File: src/rtl/pctt_pkg.sv
// Package: shared widths, codes, payload structs and controller/datapath interface types.
package pctt_pkg;

	localparam int MAC_W           = 48;
	localparam int TIME_W          = 32;
	localparam int CNT_W           = 5;
	localparam int STS_W           = 3;
	localparam int APB_AW          = 4;
	localparam int APB_DW          = 64;
	localparam int TABLE_DEPTH_DEF = 16;

	localparam logic [MAC_W-1:0] MAC_BCAST = '1;
	localparam logic [MAC_W-1:0] MAC_ZERO  = '0;
	localparam logic [CNT_W-1:0] CNT_MAX   = '1;

	typedef enum logic [1:0] {
		MODE_BEACON = 2'd0,
		MODE_OWN    = 2'd1,
		MODE_QUERY  = 2'd2,
		MODE_RSVD   = 2'd3
	} mode_t;

	typedef enum logic [STS_W-1:0] {
		ST_OK        = 3'd0,
		ST_INVALID   = 3'd1,
		ST_OWN_SRC   = 3'd2,
		ST_UNCHANGED = 3'd3,
		ST_FULL      = 3'd4
	} status_t;

	typedef enum logic {
		REG_SELF_MAC   = 1'b0,
		REG_STABLE_WIN = 1'b1
	} reg_idx_t;

	typedef enum logic [1:0] {
		ADDR_I  = 2'd0,
		ADDR_J  = 2'd1,
		ADDR_LI = 2'd2
	} addr_sel_t;

	typedef enum logic [1:0] {
		START_SELF = 2'd0,
		START_RAM  = 2'd1,
		START_HOP  = 2'd2
	} start_sel_t;

	typedef enum logic [1:0] {
		PH_CHAIN = 2'd0,
		PH_HOP   = 2'd1,
		PH_LOOP  = 2'd2
	} phase_t;

	typedef enum logic [4:0] {
		S_IDLE, S_DISP, S_OWN, S_B_RD, S_B_CHK, S_B_WR, S_Q_INIT,
		S_R_RDI, S_R_LDI, S_R_SCAN, S_R_CMP, S_R_NEXT, S_R_END,
		S_H_RD, S_H_CHK, S_L_SCAN, S_L_LD, S_Q_FIN, S_DONE
	} state_t;

	typedef struct packed {
		logic [1:0]        mode;
		logic [MAC_W-1:0]  source_mac;
		logic [MAC_W-1:0]  in_peer_mac;
		logic [MAC_W-1:0]  out_peer_mac;
		logic [MAC_W-1:0]  first_hop_mac;
		logic [TIME_W-1:0] now_ms;
	} req_t;

	typedef struct packed {
		logic [STS_W-1:0] status;
		logic             graph_changed;
		logic [CNT_W-1:0] chain_members;
		logic [CNT_W-1:0] reachable_via_hop;
		logic             in_loop;
		logic             topology_stable;
	} rsp_t;

	typedef struct packed {
		logic [MAC_W-1:0] src;
		logic [MAC_W-1:0] in_p;
		logic [MAC_W-1:0] out_p;
	} entry_t;

	typedef struct packed {
		logic       ld_item;
		logic       res_clr;
		logic       own_upd;
		logic       i_clr;
		logic       i_inc;
		logic       j_clr;
		logic       j_inc;
		logic       li_clr;
		logic       li_inc;
		addr_sel_t  addr_sel;
		logic       ld_ei;
		logic       free_rec;
		logic       tgt_hit;
		logic       tgt_free;
		logic       tbl_wr;
		logic       ld_start;
		start_sel_t start_sel;
		logic       block_self;
		logic       reach_clr;
		logic       pass_clr;
		logic       mark_i;
		logic       nb_set;
		logic       nb_clr;
		logic       loop_chk;
		logic       set_status;
		status_t    status;
		logic       set_chain;
		logic       set_hop;
		logic       set_fin;
		logic       push;
	} cmd_t;

	typedef struct packed {
		mode_t mode;
		logic  src_bad;
		logic  src_self;
		logic  i_last;
		logic  j_last;
		logic  li_last;
		logic  hit_src;
		logic  peers_same;
		logic  free_any;
		logic  i_skip;
		logic  seed_hit;
		logic  mark_j;
		logic  mutual_hit;
		logic  pass_chg;
		logic  hop_ok;
		logic  hop_hit;
		logic  nb_li;
		logic  loop_flag;
	} sts_t;

endpackage

File: src/rtl/peer_chain_topology_tracker.sv
// Top level: APB registers, controller, datapath and the result output register.
// A beacon scans the table for its source or a free slot, then writes a changed or new entry.
// Query: each reach sweeps the table until a sweep marks nothing (at most TABLE_DEPTH+1 sweeps),
//   per entry, the sweep scans the slots for marks and compares each marked slot with the entry;
//   reaches: chain, valid first hop (looked up first), each mutual neighbor of self till a loop.
// One item at a time, next accepted while a result waits; reset clears valid bits, own peers,
//   change time and registers, table contents stay undefined.
module peer_chain_topology_tracker import pctt_pkg::*; #(
	parameter int TABLE_DEPTH = TABLE_DEPTH_DEF
) (
	input  logic              clk,
	input  logic              arst_n,
	input  logic              psel,
	input  logic              penable,
	input  logic              pwrite,
	input  logic [APB_AW-1:0] paddr,
	input  logic [APB_DW-1:0] pwdata,
	output logic [APB_DW-1:0] prdata,
	output logic              pready,
	input  logic              req_valid,
	output logic              req_ready,
	input  req_t              req,
	output logic              rsp_valid,
	input  logic              rsp_ready,
	output rsp_t              rsp
);

	logic [MAC_W-1:0]  self_mac_q;
	logic [TIME_W-1:0] win_q;
	logic              rsp_valid_q;
	rsp_t              rsp_q;
	cmd_t              cmd;
	sts_t              sts;
	rsp_t              result;
	logic              out_free;
	reg_idx_t          reg_idx;

	// configuration registers, 8-byte spacing
	assign reg_idx = reg_idx_t'(paddr[3]);
	assign pready  = 1'b1;

	always_ff @(posedge clk or negedge arst_n) begin
		if (!arst_n) begin
			self_mac_q <= '0;
			win_q      <= '0;
		end else if (psel && penable && pwrite) begin
			unique case (reg_idx)
				REG_SELF_MAC:   self_mac_q <= pwdata[MAC_W-1:0];
				REG_STABLE_WIN: win_q      <= pwdata[TIME_W-1:0];
				default: ;
			endcase
		end
	end

	always_comb begin
		unique case (reg_idx)
			REG_SELF_MAC:   prdata = {{(APB_DW-MAC_W){1'b0}}, self_mac_q};
			REG_STABLE_WIN: prdata = {{(APB_DW-TIME_W){1'b0}}, win_q};
			default:        prdata = '0;
		endcase
	end

	// output register decouples the result side from the sequencer
	assign out_free = !rsp_valid_q || rsp_ready;

	pctt_ctrl u_ctrl (
		.clk       (clk),
		.arst_n    (arst_n),
		.req_valid (req_valid),
		.out_free  (out_free),
		.sts       (sts),
		.req_ready (req_ready),
		.cmd       (cmd)
	);

	pctt_dp #(.DEPTH(TABLE_DEPTH)) u_dp (
		.clk           (clk),
		.arst_n        (arst_n),
		.req           (req),
		.self_mac      (self_mac_q),
		.stable_window (win_q),
		.cmd           (cmd),
		.sts           (sts),
		.result        (result)
	);

	always_ff @(posedge clk or negedge arst_n) begin
		if (!arst_n) begin
			rsp_valid_q <= 1'b0;
		end else if (cmd.push) begin
			rsp_valid_q <= 1'b1;
		end else if (rsp_ready) begin
			rsp_valid_q <= 1'b0;
		end
	end

	always_ff @(posedge clk) begin
		if (cmd.push) rsp_q <= result;
	end

	assign rsp_valid = rsp_valid_q;
	assign rsp       = rsp_q;

`ifndef ASSERT_OFF
	// a finished result never overwrites one still waiting
	a_push_room: assert property (@(posedge clk) disable iff (!arst_n)
		cmd.push |-> (!rsp_valid_q || rsp_ready))
		else $error("result pushed into full output register");

	// one item in flight: no transfer right after an accepted one
	a_one_item: assert property (@(posedge clk) disable iff (!arst_n)
		(req_valid && req_ready) |=> !req_ready)
		else $error("input accepted while an item is in flight");

	// query results carry counts and always report status ok
	a_query_status: assert property (@(posedge clk) disable iff (!arst_n)
		(rsp_valid_q && (rsp_q.chain_members != '0)) |-> (rsp_q.status == ST_OK))
		else $error("query result with nonzero status");
`endif

endmodule

File: src/rtl/pctt_ram.sv
// Generic single-write, single-read RAM with registered read data.
module pctt_ram #(
	parameter int WIDTH = 8,
	parameter int DEPTH = 16
) (
	input  logic                                 clk,
	input  logic                                 we,
	input  logic [(DEPTH>1?$clog2(DEPTH):1)-1:0] waddr,
	input  logic [WIDTH-1:0]                     wdata,
	input  logic [(DEPTH>1?$clog2(DEPTH):1)-1:0] raddr,
	output logic [WIDTH-1:0]                     rdata
);

	logic [WIDTH-1:0] mem_q [DEPTH];
	logic [WIDTH-1:0] rdata_q;

	always_ff @(posedge clk) begin
		if (we) begin
			mem_q[waddr] <= wdata;
		end
		rdata_q <= mem_q[raddr];
	end

	assign rdata = rdata_q;

endmodule

File: src/rtl/pctt_dp.sv
// Datapath: beacon table, own peers, sweep counters, reach marks and result fields.
module pctt_dp import pctt_pkg::*; #(
	parameter int DEPTH = TABLE_DEPTH_DEF
) (
	input  logic              clk,
	input  logic              arst_n,
	input  req_t              req,
	input  logic [MAC_W-1:0]  self_mac,
	input  logic [TIME_W-1:0] stable_window,
	input  cmd_t              cmd,
	output sts_t              sts,
	output rsp_t              result
);

	localparam int IW = (DEPTH > 1) ? $clog2(DEPTH) : 1;
	localparam logic [IW-1:0] LAST = IW'(DEPTH - 1);

	req_t              item_q;
	logic [MAC_W-1:0]  own_in_q, own_out_q;
	logic [TIME_W-1:0] last_q;
	logic              chg_rec_q;
	logic [DEPTH-1:0]  valid_q, mark_q, nb_q;
	logic [IW-1:0]     i_q, j_q, li_q, free_q, tgt_q;
	logic              free_ok_q, pass_q, loop_q;
	logic [CNT_W-1:0]  cnt_q;
	entry_t            ei_q;
	logic [MAC_W-1:0]  st_mac_q, st_in_q, st_out_q;
	logic              st_has_q, block_q;
	rsp_t              res_q;

	logic [IW-1:0]     raddr;
	logic [$bits(entry_t)-1:0] rd_raw;
	entry_t            rdata, wr_entry;
	logic              cur_valid, own_diff;
	logic [TIME_W-1:0] gap;

	always_comb begin
		unique case (cmd.addr_sel)
			ADDR_I:  raddr = i_q;
			ADDR_J:  raddr = j_q;
			ADDR_LI: raddr = li_q;
			default: raddr = i_q;
		endcase
	end

	assign wr_entry = '{src: item_q.source_mac, in_p: item_q.in_peer_mac,
		out_p: item_q.out_peer_mac};

	pctt_ram #(.WIDTH($bits(entry_t)), .DEPTH(DEPTH)) u_ram (
		.clk   (clk),
		.we    (cmd.tbl_wr),
		.waddr (tgt_q),
		.wdata (wr_entry),
		.raddr (raddr),
		.rdata (rd_raw)
	);

	assign rdata     = entry_t'(rd_raw);
	assign cur_valid = valid_q[i_q];
	assign own_diff  = (own_in_q != item_q.in_peer_mac) || (own_out_q != item_q.out_peer_mac);
	assign gap       = (item_q.now_ms >= last_q) ? item_q.now_ms - last_q : '0;

	always_comb begin
		sts.mode       = mode_t'(item_q.mode);
		sts.src_bad    = (item_q.source_mac == MAC_ZERO) || (item_q.source_mac == MAC_BCAST);
		sts.src_self   = item_q.source_mac == self_mac;
		sts.i_last     = i_q == LAST;
		sts.j_last     = j_q == LAST;
		sts.li_last    = li_q == LAST;
		sts.hit_src    = cur_valid && (rdata.src == item_q.source_mac);
		sts.peers_same = (rdata.in_p == item_q.in_peer_mac) &&
			(rdata.out_p == item_q.out_peer_mac);
		sts.free_any   = free_ok_q || !cur_valid;
		sts.i_skip     = !cur_valid || mark_q[i_q] || (rdata.src == st_mac_q) ||
			(block_q && (rdata.src == self_mac));
		sts.seed_hit   = st_has_q &&
			((st_in_q == rdata.src) || (st_out_q == rdata.src)) &&
			((rdata.in_p == st_mac_q) || (rdata.out_p == st_mac_q));
		sts.mark_j     = mark_q[j_q];
		// rdata holds entry j here, ei_q entry i
		sts.mutual_hit = ((rdata.in_p == ei_q.src) || (rdata.out_p == ei_q.src)) &&
			((ei_q.in_p == rdata.src) || (ei_q.out_p == rdata.src));
		sts.pass_chg   = pass_q;
		sts.hop_ok     = (item_q.first_hop_mac != MAC_ZERO) &&
			(item_q.first_hop_mac != self_mac) &&
			((own_in_q == item_q.first_hop_mac) || (own_out_q == item_q.first_hop_mac));
		sts.hop_hit    = cur_valid && (rdata.src == item_q.first_hop_mac);
		sts.nb_li      = nb_q[li_q];
		sts.loop_flag  = loop_q;
	end

	// control state
	always_ff @(posedge clk or negedge arst_n) begin
		if (!arst_n) begin
			own_in_q  <= '0;
			own_out_q <= '0;
			last_q    <= '0;
			chg_rec_q <= 1'b0;
			valid_q   <= '0;
			mark_q    <= '0;
			nb_q      <= '0;
			i_q       <= '0;
			j_q       <= '0;
			li_q      <= '0;
			free_ok_q <= 1'b0;
			pass_q    <= 1'b0;
			loop_q    <= 1'b0;
			cnt_q     <= '0;
		end else begin
			if (cmd.i_clr) i_q <= '0;
			else if (cmd.i_inc) i_q <= i_q + IW'(1);
			if (cmd.j_clr) j_q <= '0;
			else if (cmd.j_inc) j_q <= j_q + IW'(1);
			if (cmd.li_clr) li_q <= '0;
			else if (cmd.li_inc) li_q <= li_q + IW'(1);

			if (cmd.ld_item) free_ok_q <= 1'b0;
			else if (cmd.free_rec && !cur_valid && !free_ok_q) free_ok_q <= 1'b1;

			if (cmd.tbl_wr) begin
				valid_q[tgt_q] <= 1'b1;
				last_q         <= item_q.now_ms;
				chg_rec_q      <= 1'b1;
			end
			if (cmd.own_upd && own_diff) begin
				own_in_q  <= item_q.in_peer_mac;
				own_out_q <= item_q.out_peer_mac;
				last_q    <= item_q.now_ms;
				chg_rec_q <= 1'b1;
			end

			if (cmd.nb_clr) nb_q <= '0;
			else if (cmd.nb_set) nb_q[i_q] <= 1'b1;

			if (cmd.res_clr) loop_q <= 1'b0;
			else if (cmd.mark_i && cmd.loop_chk && nb_q[i_q] && (i_q > li_q)) loop_q <= 1'b1;

			if (cmd.reach_clr) begin
				mark_q <= '0;
				cnt_q  <= CNT_W'(1);
				pass_q <= 1'b0;
			end else if (cmd.mark_i) begin
				mark_q[i_q] <= 1'b1;
				cnt_q       <= (cnt_q == CNT_MAX) ? cnt_q : cnt_q + CNT_W'(1);
				pass_q      <= 1'b1;
			end else if (cmd.pass_clr) begin
				pass_q <= 1'b0;
			end
		end
	end

	// payload
	always_ff @(posedge clk) begin
		if (cmd.ld_item) item_q <= req;
		if (cmd.free_rec && !cur_valid && !free_ok_q) free_q <= i_q;
		if (cmd.tgt_hit) tgt_q <= i_q;
		else if (cmd.tgt_free) tgt_q <= free_ok_q ? free_q : i_q;
		if (cmd.ld_ei) ei_q <= rdata;
		if (cmd.ld_start) begin
			block_q <= cmd.block_self;
			unique case (cmd.start_sel)
				START_SELF: begin
					st_mac_q <= self_mac;
					st_in_q  <= own_in_q;
					st_out_q <= own_out_q;
					st_has_q <= 1'b1;
				end
				START_RAM: begin
					st_mac_q <= rdata.src;
					st_in_q  <= rdata.in_p;
					st_out_q <= rdata.out_p;
					st_has_q <= 1'b1;
				end
				default: begin
					st_mac_q <= item_q.first_hop_mac;
					st_in_q  <= MAC_ZERO;
					st_out_q <= MAC_ZERO;
					st_has_q <= 1'b0;
				end
			endcase
		end
		if (cmd.res_clr) begin
			res_q <= '0;
		end else begin
			if (cmd.set_status) res_q.status <= cmd.status;
			if (cmd.tbl_wr || (cmd.own_upd && own_diff)) res_q.graph_changed <= 1'b1;
			if (cmd.set_chain) res_q.chain_members <= cnt_q;
			if (cmd.set_hop) res_q.reachable_via_hop <= cnt_q;
			if (cmd.set_fin) begin
				res_q.in_loop         <= loop_q;
				res_q.topology_stable <= chg_rec_q && (gap >= stable_window);
			end
		end
	end

	assign result = res_q;

endmodule

File: src/rtl/pctt_ctrl.sv
// Controller: sequences beacon lookup/store, own-peer update and the query sweeps.
module pctt_ctrl import pctt_pkg::*; (
	input  logic clk,
	input  logic arst_n,
	input  logic req_valid,
	input  logic out_free,
	input  sts_t sts,
	output logic req_ready,
	output cmd_t cmd
);

	state_t state_q, state_d;
	phase_t phase_q, phase_d;

	always_ff @(posedge clk or negedge arst_n) begin
		if (!arst_n) begin
			state_q <= S_IDLE;
			phase_q <= PH_CHAIN;
		end else begin
			state_q <= state_d;
			phase_q <= phase_d;
		end
	end

	// next state
	always_comb begin
		state_d = state_q;
		phase_d = phase_q;
		unique case (state_q)
			S_IDLE: if (req_valid) state_d = S_DISP;
			S_DISP: begin
				unique case (sts.mode)
					MODE_BEACON: state_d = (sts.src_bad || sts.src_self) ? S_DONE : S_B_RD;
					MODE_OWN:    state_d = S_OWN;
					MODE_QUERY:  state_d = S_Q_INIT;
					default:     state_d = S_DONE;
				endcase
			end
			S_OWN:  state_d = S_DONE;
			S_B_RD: state_d = S_B_CHK;
			S_B_CHK: begin
				if (sts.hit_src) state_d = sts.peers_same ? S_DONE : S_B_WR;
				else if (sts.i_last) state_d = sts.free_any ? S_B_WR : S_DONE;
				else state_d = S_B_RD;
			end
			S_B_WR: state_d = S_DONE;
			S_Q_INIT: begin
				phase_d = PH_CHAIN;
				state_d = S_R_RDI;
			end
			S_R_RDI: state_d = S_R_LDI;
			S_R_LDI: state_d = (sts.i_skip || sts.seed_hit) ? S_R_NEXT : S_R_SCAN;
			S_R_SCAN: begin
				if (sts.mark_j) state_d = S_R_CMP;
				else if (sts.j_last) state_d = S_R_NEXT;
			end
			S_R_CMP: begin
				if (sts.mutual_hit || sts.j_last) state_d = S_R_NEXT;
				else state_d = S_R_SCAN;
			end
			S_R_NEXT: begin
				if (sts.i_last && !sts.pass_chg) state_d = S_R_END;
				else state_d = S_R_RDI;
			end
			S_R_END: begin
				unique case (phase_q)
					PH_CHAIN: state_d = sts.hop_ok ? S_H_RD : S_L_SCAN;
					PH_HOP:   state_d = S_L_SCAN;
					default:  state_d = (sts.loop_flag || sts.li_last) ? S_Q_FIN : S_L_SCAN;
				endcase
			end
			S_H_RD: state_d = S_H_CHK;
			S_H_CHK: begin
				if (sts.hop_hit || sts.i_last) begin
					phase_d = PH_HOP;
					state_d = S_R_RDI;
				end else begin
					state_d = S_H_RD;
				end
			end
			S_L_SCAN: begin
				if (sts.nb_li) state_d = S_L_LD;
				else if (sts.li_last) state_d = S_Q_FIN;
			end
			S_L_LD: begin
				phase_d = PH_LOOP;
				state_d = S_R_RDI;
			end
			S_Q_FIN: state_d = S_DONE;
			S_DONE:  if (out_free) state_d = S_IDLE;
			default: state_d = S_IDLE;
		endcase
	end

	// outputs
	always_comb begin
		cmd          = '0;
		cmd.addr_sel = ADDR_I;
		cmd.status   = ST_OK;
		req_ready    = 1'b0;
		unique case (state_q)
			S_IDLE: begin
				req_ready   = 1'b1;
				cmd.ld_item = req_valid;
				cmd.res_clr = req_valid;
				cmd.i_clr   = req_valid;
				cmd.nb_clr  = req_valid;
			end
			S_DISP: begin
				if (sts.mode == MODE_BEACON && sts.src_bad) begin
					cmd.set_status = 1'b1;
					cmd.status     = ST_INVALID;
				end else if (sts.mode == MODE_BEACON && sts.src_self) begin
					cmd.set_status = 1'b1;
					cmd.status     = ST_OWN_SRC;
				end
			end
			S_OWN: cmd.own_upd = 1'b1;
			S_B_CHK: begin
				if (sts.hit_src) begin
					if (sts.peers_same) begin
						cmd.set_status = 1'b1;
						cmd.status     = ST_UNCHANGED;
					end else begin
						cmd.tgt_hit = 1'b1;
					end
				end else begin
					cmd.free_rec = 1'b1;
					if (!sts.i_last) begin
						cmd.i_inc = 1'b1;
					end else if (sts.free_any) begin
						cmd.tgt_free = 1'b1;
					end else begin
						cmd.set_status = 1'b1;
						cmd.status     = ST_FULL;
					end
				end
			end
			S_B_WR: cmd.tbl_wr = 1'b1;
			S_Q_INIT: begin
				cmd.ld_start  = 1'b1;
				cmd.start_sel = START_SELF;
				cmd.reach_clr = 1'b1;
				cmd.i_clr     = 1'b1;
			end
			S_R_LDI: begin
				cmd.ld_ei = 1'b1;
				if (!sts.i_skip && sts.seed_hit) begin
					cmd.mark_i   = 1'b1;
					cmd.nb_set   = phase_q == PH_CHAIN;
					cmd.loop_chk = phase_q == PH_LOOP;
				end else if (!sts.i_skip) begin
					cmd.j_clr = 1'b1;
				end
			end
			S_R_SCAN: begin
				if (sts.mark_j) cmd.addr_sel = ADDR_J;
				else if (!sts.j_last) cmd.j_inc = 1'b1;
			end
			S_R_CMP: begin
				if (sts.mutual_hit) begin
					cmd.mark_i   = 1'b1;
					cmd.loop_chk = phase_q == PH_LOOP;
				end else if (!sts.j_last) begin
					cmd.j_inc = 1'b1;
				end
			end
			S_R_NEXT: begin
				if (!sts.i_last) begin
					cmd.i_inc = 1'b1;
				end else if (sts.pass_chg) begin
					cmd.i_clr    = 1'b1;
					cmd.pass_clr = 1'b1;
				end
			end
			S_R_END: begin
				unique case (phase_q)
					PH_CHAIN: begin
						cmd.set_chain = 1'b1;
						cmd.i_clr     = 1'b1;
						cmd.li_clr    = 1'b1;
					end
					PH_HOP: begin
						cmd.set_hop = 1'b1;
						cmd.li_clr  = 1'b1;
					end
					default: cmd.li_inc = !(sts.loop_flag || sts.li_last);
				endcase
			end
			S_H_CHK: begin
				if (sts.hop_hit || sts.i_last) begin
					cmd.ld_start   = 1'b1;
					cmd.start_sel  = sts.hop_hit ? START_RAM : START_HOP;
					cmd.block_self = 1'b1;
					cmd.reach_clr  = 1'b1;
					cmd.i_clr      = 1'b1;
				end else begin
					cmd.i_inc = 1'b1;
				end
			end
			S_L_SCAN: begin
				if (sts.nb_li) cmd.addr_sel = ADDR_LI;
				else if (!sts.li_last) cmd.li_inc = 1'b1;
			end
			S_L_LD: begin
				cmd.ld_start   = 1'b1;
				cmd.start_sel  = START_RAM;
				cmd.block_self = 1'b1;
				cmd.reach_clr  = 1'b1;
				cmd.i_clr      = 1'b1;
			end
			S_Q_FIN: cmd.set_fin = 1'b1;
			S_DONE:  cmd.push = out_free;
			default: ;
		endcase
	end

endmodule

File: config.mk
export PLATFORM = sky130hd
export DESIGN_NAME = peer_chain_topology_tracker
export DESIGN_NICKNAME = d
export VERILOG_FILES = /design/src/rtl/pctt_pkg.sv /design/src/rtl/peer_chain_topology_tracker.sv /design/src/rtl/pctt_ram.sv /design/src/rtl/pctt_dp.sv /design/src/rtl/pctt_ctrl.sv
export SDC_FILE = /design/constraint.sdc
export NUM_CORES = 2
export LEC_CHECK = 0
export BUFFER_PORTS_ARGS = -buffer_cell sky130_fd_sc_hd__clkbuf_2
export CAP_MARGIN = 15
export CORE_MARGIN = 2
export CORE_UTILIZATION = 35
export CTS_BUF_LIST = sky130_fd_sc_hd__clkbuf_4
export DETAILED_ROUTE_END_ITERATION = 6
export HOLD_SLACK_MARGIN = 0.03
export PLACE_DENSITY = 0.54
export SKIP_CTS_REPAIR_TIMING = 1
export SLEW_MARGIN = 25
export SYNTH_ARGS = -nofsm -noshare
export SYNTH_HDL_FRONTEND = slang
export SYNTH_SLANG_ARGS = --single-unit
File: constraint.sdc
create_clock -name clk -period 13.1 [get_ports clk]
set_clock_uncertainty 0.2 [all_clocks]
set_input_delay 0.655 -clock clk [delete_from_list [all_inputs] [get_ports clk]]
set_output_delay 0.655 -clock clk [all_outputs]
set_load 0.02 [all_outputs]
## Word level (Yosys, flattened, before mapping)

Memory sizes are Yosys's and may differ from the RTL's. A register that Yosys moved wholly into a read port is not among the register bits.
Index checks and enable logic that the tools add are counted.

| storage, ports and cells | value |
|---|---|
| bits in registers | 841 |
| RAM bits | 2304 |
| input port bits | 301 |
| word-level logic and storage cells | 333 |
| memories | 1 |

Memory list:

| name | depth | bits a word | read ports | clocked after Yosys merged registers in | write ports | RTL line | source |
|---|---|---|---|---|---|---|---|
| u_dp.u_ram.mem_q | 16 | 144 | 1 | 1 | 1 | pctt_ram.sv:14 | `logic [WIDTH-1:0] mem_q [DEPTH];` |

| cells by class | value |
|---|---|
| add/subtract/negate cells | 5 |
| magnitude comparators | 9 |
| eq/ne operators | 56 |
| mux-type cells | 136 |
| bitwise gates (word level) | 4 |
| reductions and logical operators | 75 |

Operators by type and width:

| operator | number |
|---|---|
| 48-bit equality test | 17 |
| 48-bit one-hot mux with 2 select lines | 3 |
| 48-bit != test | 3 |
| 64-bit one-hot mux with 2 select lines | 1 |
| 32-bit two-way mux | 3 |
| 5-bit two-way mux | 16 |
| 5-bit one-hot mux with 16 select lines | 1 |
| 4-bit two-way mux | 17 |
| 32-bit >= comparator | 2 |
| 16-bit two-way mux | 4 |
| 1-bit two-way mux | 59 |
| 48-bit equality test (second input constant) | 1 |
| 48-bit logical NOT | 1 |
| 16-bit bitwise OR | 3 |
| 48-bit nonzero test | 1 |
| 5-bit by 4-bit equality test with 1-bit output (second input constant) | 8 |
| 32-bit subtractor | 1 |
| 1-bit logical AND | 24 |
| 1-bit binary-select mux with 4-bit select | 5 |
| 5-bit by 3-bit equality test with 1-bit output (second input constant) | 4 |
| 5-bit equality test (second input constant) | 4 |
| 4-bit by 5-bit < comparator with 1-bit output (second input constant) | 4 |
| 2-bit nonzero test | 10 |
| 1-bit logical OR | 18 |
| 33 further kinds | 75 |

## Logic depth before layout (Yosys ltp)

| depth | value |
|---|---|
| depth in word-level cells | 15 |
| gate-level depth with buffers | 23 |
| mapped depth without buffers | 22 |

## Hierarchy

A second synthesis with hierarchy kept.

| unflattened totals | value |
|---|---|
| cell total of the unflattened synthesis | 7583 |
| area total of the unflattened synthesis | 135567.5 µm² |

Modules (own cells, without submodules):

| module | instances | cells an instance | area an instance (µm²) |
|---|---|---|---|
| pctt_ram | 1 | 3773 | 89444.5 |
| pctt_dp | 1 | 3392 | 40929.3 |
| peer_chain_topology_tracker | 1 | 261 | 4121.5 |
| pctt_ctrl | 1 | 157 | 1072.3 |

## Worst setup path after synthesis

Ideal clock, no wire load.

| path | value |
|---|---|
| path kind | reg-to-reg |
| start point | register u_ctrl.state_q[0] |
| end point | register u_dp.valid_q[0] |
| data arrival time | 12.287 ns |
| path slack | 0.486 ns |
| cell stages (with the launch flop) | 6 |
| clock period less this slack | 12.614 ns |
| cell sequence | dfrtp_1 > clkbuf_1 > or3b_2 > or4_1 > nor3_1 > or2_2 |

| on the way | value |
|---|---|
| word-level cells in the longest chain between the ends | 2 |

Ends and longest elaborated chain:

| element | RTL line | source |
|---|---|---|
| start: declaration | pctt_ctrl.sv:12 | `state_t state_q, state_d;` |
| start signal: assignment | pctt_ctrl.sv:20 | `state_q <= state_d;` |
| 5-bit by 3-bit equality test with 1-bit output | pctt_ctrl.sv:101 | `unique case (state_q)` |
| 1-bit two-way mux | pctt_ctrl.sv:101 |  |
| end signal: assignment | pctt_dp.sv:99 | `valid_q <= '0;` |
| end signal: indexed assignment | pctt_dp.sv:121 | `valid_q[tgt_q] <= 1'b1;` |
| end: declaration | pctt_dp.sv:22 | `logic [DEPTH-1:0] valid_q, mark_q, nb_q;` |

Every way passes these cells.
A chain may end at the register's enable or synchronous reset.

## Worst setup path after layout

| path | value |
|---|---|
| start point | register u_dp.j_q[0] |
| end point | register u_dp.u_ram.rdata_q[46], in the netlist u_dp.u_ram.rdata[46] (read register of u_dp.u_ram.mem_q) |

| on the way | value |
|---|---|
| word-level cells in the longest chain between the ends | 6 |

Ends and longest elaborated chain:

| element | RTL line | source |
|---|---|---|
| start: declaration | pctt_dp.sv:23 | `logic [IW-1:0] i_q, j_q, li_q, free_q, tgt_q;` |
| start signal: assignment | pctt_dp.sv:113 | `else if (cmd.j_inc) j_q <= j_q + IW'(1);` |
| 1-bit binary-select mux with 4-bit select | pctt_dp.sv:79 | `sts.mark_j = mark_q[j_q];` |
| 1-bit two-way mux (implied by the code) | pctt_dp.sv:79 |  |
| 1-bit two-way mux | pctt_ctrl.sv:157 | `if (sts.mark_j) cmd.addr_sel = ADDR_J;` |
| 2-bit one-hot mux with 2 select lines | pctt_ctrl.sv:101 |  |
| 2-bit equality test / 2-bit by 1-bit equality test with 1-bit output (equally long branches) | pctt_dp.sv:38 | `unique case (cmd.addr_sel)` |
| 4-bit one-hot mux with 2 select lines (*) | pctt_dp.sv:38 |  |
| end: declaration | pctt_ram.sv:15 | `logic [WIDTH-1:0] rdata_q;` |

Every way passes the cells marked *; elsewhere a longest branch is shown, timed or not. The select of a mux whose other input is x is not followed.

==> flow_summary.toml <==
[place]
port_buffers = 347
place_area_um2 = 145000
dp_hpwl_mm = 291
place_congestion = 0.954

[power_and_ir_drop]
p_leak_nw = 56.7
power.total_w = 0.0327
peakVddDrop_uv = 113
power.density_nw_per_um2 = 200

[synthesis]
synth_top_area_cell = "edfxtp_1"
synthFlopType = "edfxtp_1"
synth_cells = 7575
synth_area_um2 = 135000
yosys_warnings = 0
ys_ff_latch = 3289
synth_top_area_share_pct = 63.0
yosysSeqAreaShare_pct = 70.7
synthMostInstantiatedCell = "edfxtp_1"
syn_avg_cell_area_um2 = 17.9
ys_async_sr_fraction_pct = 8.67
synth.distinct_cells = 78
synth_edf_count = 2844
yosys-top-cells-count = "2844 x edfxtp_1, 628 x xnor2_1, 597 x mux4_2"
yosys-top-cells-area = "edfxtp_1 63%, mux4_2 9.9%, dfrtp_1 5.3%, xnor2_1 4.1%, xor2_1 2.4%"

[critical_path]
cpMaxStageDelayCell = "buf_4"
ff2ff_path_depth = 13
r2r-start = "u_dp.j_q[0]"
start_kind = "register"
cp_top_family = "buffers and inverters"
reg2reg_to = "u_dp.u_ram.rdata[46]"
crit_fanout = 92
crit_type = "reg -> reg"
worst-endpoint-arrival_ns = 8.02
critPathRequiredTime_ns = 14.37
slowest_delay_ns = 0.78
cp-end-kind = "register"
crit_chain = "mux4_2 > mux4_2 > and3_1 > ha_1 > nor2_1 > a21oi_4 > buf_12 > buf_12 > buf_4 > mux4_2 > nor2b_1 > a211oi_1 > a31oi_1"
critPathMostFrequentCell = "mux4_2"
crit_buf_inv = 3
worst-r2r-setup-slack_ns = 6.35

[flow_run]
maxCapViolCount = 0

[final_layout]
postLayoutCellArea_um2 = 164000
layout.area.seq_um2 = 95800
fillers = 34800
areaGrowthSynthToFinish_pct = 20.8
multi_input_area_um2 = 37500
final_nets = 9760
drive_gt1_share_pct = 30.1

[timing]
post-route-period-util_pct = 51.5
timing.fmax_mhz = 148
rsz0062_at_grt = "no"
slew_violations = 0
post-route-min-period_ns = 6.75
maxSlewHeadroom_pct = 14.1
setup_viol = 0
hold_viol = 0
fin_setup_tns_ns = 0
worstMarginPinSlew_ns = 1.27

[detailed_routing]
wire_per_inst_um = 31.1
drc = 189
ant_nets = 0
wl_mm = 475
num_vias = 82500
drt-initial-drc-count = 9693
drtPass1Iterations = 7
viasPerCell = 5.40

[floorplan]
num_rows = 228
core-area_um2 = 385000
die_width_um = 626
die_area_um2 = 392000
io_pins = 384
start_util_pct = 35.2
die_h_um = 626

[global_routing]
grt_pass1_vias = 79800
antenna_found_initial = 39
grt_usage_pct = 23.5
overflow = 0
grt_first_pass_wirelength_mm = 641
grt_max_degree = 142

[worst_hold_path]
hold_depth = 3
whs_endpoint = "u_dp.item_q[78]"
worstHoldStart = "req[78]"
hold_path_class = "in -> reg"

[clocking]
clk_pin_slew_ns = 0.07
clockBufferDepth = 4
h-tree-depth = 6
clkSinkCount = 3289
cts_tree = "yes"
cts-buffers-inserted = 851
cts_root_buffer = "clkbuf_4"
clk_latency_ns = 1.74

[run_status]
violations = "design-rule violations"
status = "finished with violations"
[cell type report]
cell class,instances,share of cell area [%]
Multi-Input combinational cell,3694,22.9
Sequential cell,3289,58.5
Timing Repair Buffer,1407,7.19
Antenna cell,32,0.0489
Inverter,137,0.317
Clock buffer,1326,6.08
Clock inverter,230,0.988
Tap cell,5175,3.96
[cell families after synthesis]
group / Yosys count / share of synthesized area, %
xor gates and xnor gates: 997 / 6.44
muxes: 967 / 12.9
adders and majority gates: 79 / 0.735
buffers and inverters: 607 / 1.88
and+or+nand+nor: 963 / 3.99
AOI/OAI and AO/OA: 671 / 3.40
other: 2 / 0.00554
DFF: 3289 / 70.7
[power breakdown]
group          leakage [nW]  internal, W  switching [W]
logic                  19.3      0.00362        0.00523
registers              30.5       0.0128        0.00169
clock network          6.87      0.00494        0.00440
total                  56.7       0.0214         0.0113
[tightest hold or removal path: stages]
cell           delay [ns]
dlygate4sd3_1        0.56
clkbuf_2             0.11
dlygate4sd3_1        0.53
[sequential cells by signal (all words and copies together) (netlist names), 16 cells and up]
register,flops
u_dp.own_in_q,48
u_dp.st_out_q,48
u_dp.mark_q,16
win_q,32
u_dp.item_q,224
u_dp.result,16
u_dp.last_q,32
u_dp.nb_q,16
u_dp.ei_q,144
self_mac_q,48
u_dp.own_out_q,48
u_dp.u_ram.rdata,144
u_dp.u_ram.mem_q,2304
u_dp.st_mac_q,48
u_dp.valid_q,16
rsp,16
u_dp.st_in_q,48
[layer usage]
metal / GRT usage (%) / up-vias / wire [um] / share of wire (%)
met2: 36.8 / 4132 / 219000 / 46
met3: 5.16 / 1049 / 40100 / 8.4
met4: 9.16 / 4 / 20100 / 4.2
met1: 32.0 / 43300 / 196000 / 41
li1: - / 34100 / - / -
met5: 0 / - / 30 / 0.0063
[layout by cell type, fill, tap and decap left out, types with 140 or more instances in the layout]
cell	Yosys	layout
a211oi_1	148	148
xor2_1	369	369
a21oi_1	202	199
dfrtp_1	285	285
xnor2_1	628	628
nor2b_1	175	175
nand4_1	212	212
clkbuf_4	0	1326
dfxtp_1	160	140
edfxtp_1	2844	2844
mux4_2	597	597
dlygate4sd3_1	0	691
mux2_2	214	214
buf_4	20	337
mux2i_1	153	153
nor4_1	173	173
clkbuf_2	0	346
[per-stage QoR]
step / setup slack, ns / hold slack [ns] / instances / utilization (%)
after floorplan: 0.486 / 0.159 / 7590 / -
after global placement: 6.29 / 0.219 / 13000 / 37.6
after detailed placement: 6.27 / 0.221 / 13000 / 37.6
after CTS: 6.18 / -1.30 / 14600 / 40.6
after global routing: 5.95 / -0.0429 / 15300 / 42.5
final: 6.35 / 0.0498 / 15300 / 42.5
[worst max-delay path by stage]
| stage | from | endpoint | slack, ns | cells after the start |
|---|---|---|---|---|
| global route | u_dp.j_q[0] | u_dp.u_ram.rdata[46] | 5.95 | 13 |
| detailed placement | u_dp.j_q[0] | u_dp.u_ram.rdata[1] | 6.27 | 13 |
| CTS | u_dp.j_q[0] | u_dp.u_ram.rdata[1] | 6.18 | 13 |
| floorplan | u_ctrl.state_q[0] | u_dp.valid_q[0] | 0.49 | 5 |
| finish | u_dp.j_q[0] | u_dp.u_ram.rdata[46] | 6.35 | 13 |
| global placement | u_dp.j_q[0] | u_dp.u_ram.rdata[81] | 6.29 | 13 |
Power figures use the tool's default switching activity.
